===== src/sv/usph_pkg.sv =====
// Shared constants and types of the UV sphere tessellator.
`default_nettype none
package usph_pkg;

  localparam int unsigned MAX_STACKS  = 256;
  localparam int unsigned MAX_SECTORS = 256;

  // divider chain: 9 index bits plus 32 fraction bits
  localparam int CHAIN_LEN = 41;
  localparam int U_TAP     = 24;  // after j plus 16 fraction bits
  localparam int V_TAP     = 25;  // after leading zero, i, 16 fraction bits

  localparam logic [30:0] Q30_ONE = 31'h4000_0000;
  localparam logic [30:0] K_C1    = 31'd1686629713;
  localparam logic [30:0] K_C3    = 31'd693598668;
  localparam logic [30:0] K_C5    = 31'd85569306;
  localparam logic [30:0] K_C7    = 31'd5026995;
  localparam logic [30:0] K_C9    = 31'd172272;

  localparam logic [2:0] REG_STACK_COUNT   = 3'd0;
  localparam logic [2:0] REG_SECTOR_COUNT  = 3'd1;
  localparam logic [2:0] REG_CENTER_X      = 3'd2;
  localparam logic [2:0] REG_CENTER_Y      = 3'd3;
  localparam logic [2:0] REG_CENTER_Z      = 3'd4;
  localparam logic [2:0] REG_SPHERE_RADIUS = 3'd5;

  typedef struct packed {
    logic        valid;
    logic        op;
    logic        bad;
    logic [16:0] a;
    logic [16:0] u;
    logic [16:0] v;
  } pl_t;

  typedef struct packed {
    pl_t         pl;
    logic [40:0] dt;
    logic [40:0] dp;
    logic [8:0]  rt;
    logic [8:0]  rp;
    logic [32:0] qt;
    logic [31:0] qp;
  } cell_t;

endpackage
`default_nettype wire


===== src/sv/usph_div_cell.sv =====
// One cell of the divider chain: a quotient bit for theta and for phi.
`default_nettype none
module usph_div_cell (
  input  logic           clk,
  input  logic           rst_n,
  input  logic [8:0]     stacks,
  input  logic [8:0]     sectors,
  input  logic           cap_u,
  input  logic           cap_v,
  input  usph_pkg::cell_t d_in,
  output usph_pkg::cell_t d_out
);
  import usph_pkg::*;

  cell_t       c_r;
  cell_t       c_nxt;
  logic [9:0]  rt_sh;
  logic [9:0]  rp_sh;
  logic        ge_t;
  logic        ge_p;
  logic [8:0]  rt_new;
  logic [8:0]  rp_new;
  logic [32:0] qt_new;
  logic [31:0] qp_new;
  logic        rnd_u;
  logic        rnd_v;

  always_comb begin
    rt_sh  = {d_in.rt, d_in.dt[40]};
    rp_sh  = {d_in.rp, d_in.dp[40]};
    ge_t   = rt_sh >= {1'b0, sectors};
    ge_p   = rp_sh >= {1'b0, stacks};
    rt_new = ge_t ? 9'(rt_sh - {1'b0, sectors}) : rt_sh[8:0];
    rp_new = ge_p ? 9'(rp_sh - {1'b0, stacks}) : rp_sh[8:0];
    qt_new = {d_in.qt[31:0], ge_t};
    qp_new = {d_in.qp[30:0], ge_p};
    // round half up: remainder + floor(d/2) reaches d
    rnd_u  = ({1'b0, rt_new} + {2'b0, sectors[8:1]}) >= {1'b0, sectors};
    rnd_v  = ({1'b0, rp_new} + {2'b0, stacks[8:1]}) >= {1'b0, stacks};

    c_nxt    = d_in;
    c_nxt.rt = rt_new;
    c_nxt.rp = rp_new;
    c_nxt.dt = {d_in.dt[39:0], 1'b0};
    c_nxt.dp = {d_in.dp[39:0], 1'b0};
    c_nxt.qt = qt_new;
    c_nxt.qp = qp_new;
    if (cap_u) begin
      c_nxt.pl.u = qt_new[16:0] + {16'd0, rnd_u};
    end
    if (cap_v) begin
      c_nxt.pl.v = qp_new[16:0] + {16'd0, rnd_v};
    end
  end

  always_ff @(posedge clk) begin
    c_r <= c_nxt;
    if (!rst_n) begin
      c_r.pl.valid <= 1'b0;
    end
  end

  assign d_out = c_r;

endmodule
`default_nettype wire


===== config.mk =====
export PLATFORM = sky130hd
export DESIGN_NAME = usph_div_cell
export DESIGN_NICKNAME = d
export VERILOG_FILES = /design/src/sv/usph_pkg.sv /design/src/sv/usph_div_cell.sv
export SDC_FILE = /design/constraint.sdc
export NUM_CORES = 1
export LEC_CHECK = 0
export BUFFER_PORTS_ARGS = -buffer_cell sky130_fd_sc_hd__buf_2
export CAP_MARGIN = 20
export CORE_AREA = 2 2 180 182
export CTS_CLUSTER_SIZE = 10
export DETAILED_ROUTE_END_ITERATION = 8
export DIE_AREA = 0 0 182 184
export GPL_ROUTABILITY_DRIVEN = 1
export PLACE_DENSITY = 0.54
export SYNTH_ARGS = -nofsm -noshare
export SYNTH_HDL_FRONTEND = slang
export SYNTH_SLANG_ARGS = --single-unit
export TNS_END_PERCENT = 50

===== constraint.sdc =====
create_clock -name clk -period 9.16 [get_ports clk]
set_clock_uncertainty 0.05 [all_clocks]
set_input_delay 1.832 -clock clk [delete_from_list [all_inputs] [get_ports clk]]
set_output_delay 1.832 -clock clk [all_outputs]
set_load 0.1 [all_outputs]

==> results of run 1 <==
-- path summary, 6_finish.rpt --
check | start | to | slack, ps | cells after the start
hold / removal | d_in[202] | d_out[202] | 1350 | 1
setup / recovery | d_in[164] | d_out[198] | 1540 | 32
-- per-layer routing --
metal | part of all wire | vias to the layer above
met2 | 0.48 | 251
met1 | 0.40 | 3008
met5 | 0.0030 | -
li1 | - | 3123
met4 | 0.028 | 12
met3 | 0.087 | 49
-- cells in the final DEF, fill, tap and decap left out, types with 2 or more instances in the layout --
| master | netlist | routed |
|---|---|---|
| conb_1 | 1 | 2 |
| nor2b_1 | 9 | 9 |
| a21o_1 | 8 | 8 |
| a21oi_1 | 46 | 46 |
| nor3_1 | 4 | 4 |
| o21a_1 | 8 | 8 |
| a21boi_0 | 2 | 2 |
| bufinv_16 | 0 | 2 |
| nand4_1 | 8 | 8 |
| mux2i_1 | 4 | 4 |
| inv_6 | 0 | 2 |
| o31a_1 | 2 | 2 |
| nand3_1 | 13 | 13 |
| xor2_1 | 26 | 26 |
| a31oi_1 | 5 | 5 |
| ha_1 | 60 | 60 |
| xnor2_1 | 25 | 25 |
| clkbuf_8 | 0 | 2 |
| clkbuf_1 | 7 | 3 |
| buf_2 | 1 | 455 |
| fa_1 | 4 | 4 |
| a211oi_1 | 4 | 4 |
| dfxtp_1 | 217 | 217 |
| nand2_1 | 23 | 23 |
| inv_1 | 36 | 36 |
| mux2_1 | 2 | 2 |
| o2111ai_1 | 3 | 3 |
| or4_1 | 2 | 2 |
| nand2b_1 | 4 | 4 |
| mux2_2 | 17 | 17 |
| clkbuf_16 | 0 | 27 |
| and3_1 | 6 | 6 |
| nor2_1 | 59 | 59 |
| diode_2 | 0 | 3 |
| o21ai_0 | 18 | 18 |
-- critical path, delay by kind of cell --
family                     cells  cell delay (ps)
AOI/OAI and AO/OA             11             2340
xor gates and xnor gates       2              270
adders and majority gates      7             1870
buffers and inverters          4              280
muxes                          1              280
and+or+nand+nor                7             1070
-- through the flow --
stage	setup slack (ps)	area, µm²	std cells
finish	1540	10900	1530
global route	763	10900	1528
CTS	1380	10900	1527
detailed placement	954	10100	1491
global placement	1070	10100	1491
floorplan	2120	7340	644
-- report_power, final --
part	switching [mW]	total [mW]	internal (mW)
Sequential	0.0185	1.04	1.02
Clock	0.388	0.986	0.598
Combinational	0.786	1.02	0.232
Total	1.19	3.04	1.85
-- area by class of cell --
class	instances	share of cell area
Multi-Input combinational cell	381	0.259
Clock inverter	4	0.00713
Inverter	36	0.0124
Antenna cell	3	0.000690
Tap cell	402	0.0462
Timing Repair Buffer	455	0.209
Sequential cell	217	0.399
Clock buffer	32	0.0657
-- kinds of logic (layout without fill, tap and decap cells) --
family / after synthesis / in the layout / share of synthesized area
flip-flops: 217 / 217 / 0.592
AND/OR/NAND/NOR: 136 / 136 / 0.0876
AO/OA/AOI/OAI: 105 / 105 / 0.0864
adder cells (fa/ha/maj): 64 / 64 / 0.113
XOR/XNOR: 51 / 51 / 0.0609
buffers and inverters: 46 / 527 / 0.0247
multiplexers: 23 / 23 / 0.0346
other: 1 / 5 / 0.000511
==> impl_metrics.env, run 1 <==
export IMPL_gp_congestion=0.849
export IMPL_ys_warn_count=0
export IMPL_worstMarginPinSlew_ps=670
export IMPL_max_stage_delay_ps=460
export IMPL_cp_required_ps=9500
export IMPL_use_met2=0.271
export IMPL_slew_violations=0
export IMPL_rsz0062_at_grt="no"
export IMPL_cts_max_level=1
export IMPL_end_kind="flop"
export IMPL_yosysMostFrequentCell="dfxtp_1"
export IMPL_syn_inst=643
export IMPL_vias_per_cell=4.21
export IMPL_synth_cell_type_count=48
export IMPL_synthTopCellsByArea="dfxtp_1, ha_1, a21oi_1"
export IMPL_fp_row_count=65
export IMPL_period_needed_ps=7620
export IMPL_cp_common_cell="ha_1"
export IMPL_setup_viol=0
export IMPL_seqCellArea_mm2=0.00434
export IMPL_path_max_fanout=10
export IMPL_p_per_area_mw_per_mm2=280
export IMPL_nets=1423
export IMPL_whs_ps=1350
export IMPL_cts_tree="done"
export IMPL_fp_dieW_um=182
export IMPL_fmax_mhz=131
export IMPL_ys_flop_type="dfxtp_1"
export IMPL_postSynthAreaPerCell_um2=11.4
export IMPL_path_clk_slew_ps=60
export IMPL_ctsHoldBuffers=0
export IMPL_grt_overflow=0
export IMPL_grt_max_degree=33
export IMPL_die_area_mm2=0.0335
export IMPL_hold_path_class="primary input to flop"
export IMPL_synthTopCellsByCount="dfxtp_1, ha_1, nor2_1"
export IMPL_drt_initial_drc_count=243
export IMPL_utilization=0.346
export IMPL_track_usage=0.158
export IMPL_grt_use_met1=0.184
export IMPL_drt_total_wl_um=27700
export IMPL_leakage_nw=5.36
export IMPL_drc=0
export IMPL_die_height_um=184
export IMPL_cts_setup_buffers=0
export IMPL_crit_path_start_kind="primary input"
export IMPL_synth_area_mm2=0.00734
export IMPL_arrival_ps=7960
export IMPL_clockBufferDepth=3
export IMPL_cts_resized=0
export IMPL_synth_top_cell_by_area="dfxtp_1"
export IMPL_drv_cap=0
export IMPL_drive_gt1_frac=0.453
export IMPL_dr_pass1_iters=4
export IMPL_ys_seq_area_frac=0.592
export IMPL_pin_count=460
export IMPL_io_buffers=455
export IMPL_start_util=0.234
export IMPL_status="finished clean"
export IMPL_grt_pass1_wl_um=39900
export IMPL_first_global_vias=6583
export IMPL_fin_crit_sh=0.832
export IMPL_cts_sinks=217
export IMPL_largest_reg_flops=217
export IMPL_peakVddDrop_mv=0.185
export IMPL_cp_slowest_cell="a2111oi_0"
export IMPL_hpwlAfterDp_um=23000
export IMPL_synth_top_area_share=0.592
export IMPL_hold_viol=0
export IMPL_core_area_mm2=0.0314
export IMPL_power_total_mw=3.04
export IMPL_cts_root_buffer="clkbuf_16"
export IMPL_slew_headroom=0.554
export IMPL_wl_per_cell_um=18.1
export IMPL_num_vias=6443
export IMPL_async_flop_share=0
export IMPL_n_fill_cell=3251
export IMPL_crit_type="primary input to flop"
export IMPL_tritoncts_num_buffers=27
export IMPL_top_usage_layer="met2"
export IMPL_synth_edf_count=0
export IMPL_antenna_left=0
export IMPL_antenna_found_initial=10
export IMPL_fin_setup_tns_ps=0
export IMPL_multi_input_area_mm2=0.00282
export IMPL_grt_use_met3=0.0551
export IMPL_ys_ff_latch=217
export IMPL_syn2layout_area_growth_pct=48.2
Power figures use the tool's default switching activity.
==> inputs of run 2 (changes only) <==
Clock period 9.16 ns to 8 ns, I/O delays scaled along.
==> run 2 against run 1 <==
Sequential share of layout area rose by 0.12 points. Wire length barely moved. Core utilization fell by 0.11 points. Worst hold slack got worse by 240 ps. Cell count rose by 0.20%. Die area did not move. Largest cell class unchanged. Highest routed layer unchanged.
==> impl_metrics.env, run 2 (same netlist as run 1, synthesis figures left out) <==
export IMPL_dp_cells=1494
export IMPL_setup_viol=0
export IMPL_path_max_fanout=5
export IMPL_core_area_mm2=0.0314
export IMPL_vias_per_cell=4.10
export IMPL_grt_max_degree=33
export IMPL_max_stage_delay_ps=450
export IMPL_peakVddDrop_mv=0.219
export IMPL_crit_type="primary input to flop"
export IMPL_final_cell_mix="buf_2, dfxtp_1, ha_1"
export IMPL_whs_endpoint="d_out[97]"
export IMPL_hold_path_class="primary input to flop"
export IMPL_fp_row_count=65
export IMPL_grt_pass1_wl_um=39600
export IMPL_fin_crit_sh=0.904
export IMPL_tritoncts_num_buffers=27
export IMPL_final_cells=1533
export IMPL_status="finished clean"
export IMPL_drc=0
export IMPL_cts_sinks=217
export IMPL_cts_max_level=1
export IMPL_largest_reg_flops=217
export IMPL_slew_headroom=0.561
export IMPL_pre_cts_ws_ps=308
export IMPL_grt_overflow=0
export IMPL_pin_count=460
export IMPL_rsz0062_at_grt="no"
export IMPL_end_kind="flop"
export IMPL_antenna_left=0
export IMPL_drv_cap=0
export IMPL_period_needed_ps=7230
export IMPL_fmax_mhz=138
export IMPL_hpwlAfterDp_um=22900
export IMPL_cts_resized=0
export IMPL_track_usage=0.156
export IMPL_gp_congestion=0.855
export IMPL_cp_slowest_cell="a2111oi_0"
export IMPL_n_fill_cell=3241
export IMPL_num_vias=6290
export IMPL_path_clk_slew_ps=50
export IMPL_clockBufferDepth=3
export IMPL_antenna_found_initial=9
export IMPL_drive_gt1_frac=0.454
export IMPL_p_per_area_mw_per_mm2=315
export IMPL_leakage_nw=5.34
export IMPL_whs_ps=1110
export IMPL_drt_total_wl_um=27700
export IMPL_cts_setup_buffers=0
export IMPL_nets=1426
export IMPL_fin_setup_tns_ps=0
export IMPL_io_buffers=455
export IMPL_slew_violations=0
export IMPL_syn2layout_area_growth_pct=47.7
export IMPL_hold_viol=0
export IMPL_ctsHoldBuffers=0
export IMPL_cp_required_ps=8350
export IMPL_min_from="d_in[96]"
export IMPL_holdPathStages=1
export IMPL_mostFrequentLayoutCell="buf_2"
export IMPL_die_area_mm2=0.0335
export IMPL_wl_per_cell_um=18.1
export IMPL_cp_common_cell="ha_1"
export IMPL_fp_dieW_um=182
export IMPL_arrival_ps=7580
export IMPL_worstMarginPinSlew_ps=659
export IMPL_start_util=0.234
export IMPL_dr_pass1_iters=5
export IMPL_drt_initial_drc_count=268
export IMPL_crit_path_start_kind="primary input"
export IMPL_cts_tree="done"
export IMPL_cts_root_buffer="clkbuf_16"
export IMPL_setup_slack_ps=769
export IMPL_power_total_mw=3.41
export IMPL_first_global_vias=6407
export IMPL_die_height_um=184
==> run 2: metrics by stage <==
| step | cell area, µm² | util |
|---|---|---|
| 3_5_place_dp | 10100 | 0.322 |
| 2_1_floorplan | 7340 | - |
| 4_1_cts | 10800 | 0.345 |
| 6_report | 10800 | 0.345 |
| 5_1_grt | 10800 | 0.345 |
| 3_3_place_gp | 10100 | 0.322 |
==> run 2: final cells by class <==
type                            instances  area [µm²]  area share
Timing Repair Buffer                  458        2300       0.212
Inverter                               36         135      0.0125
Clock inverter                          4        32.5     0.00300
Clock buffer                           31         701      0.0646
Antenna cell                            4        10.0    0.000923
Sequential cell                       217        4340       0.401
Multi-Input combinational cell        381        2820       0.260
Tap cell                              402         503      0.0464
==> run 2: layer usage <==
layer  wire length (µm)  track usage  vias up  part of all wire
met4                771       0.0506       10             0.028
li1                   -            -     3124                 -
met1              10900        0.181     2850              0.39
met3               2740       0.0612       54             0.099
met2              13200        0.265      252              0.48
met5                 68            0        -            0.0025
==> run 2: where the power goes <==
part	switching [mW]	internal (mW)	leakage, nW
Combinational	0.898	0.268	3.15
Clock	0.444	0.610	0.353
Sequential	0.0223	1.17	1.83
==> run 2: how the worst max path moves through the flow <==
stage          cells past startpoint       from    endpoint
6_report                          31  d_in[164]  d_out[197]
5_1_grt                           31  d_in[164]  d_out[197]
4_1_cts                           31  d_in[164]  d_out[197]
3_5_place_dp                      31  d_in[164]  d_out[197]
3_3_place_gp                      31  d_in[164]  d_out[197]
2_1_floorplan                     31  d_in[164]  d_out[198]
==> run 2: worst max-delay path: cells and delay by family <==
family,cells,cell delay [ps]
AO/OA/AOI/OAI,11,2370
adder cells (fa/ha/maj),6,1630
AND/OR/NAND/NOR,7,1160
buffers and inverters,4,280
XOR/XNOR,2,280
multiplexers,1,250
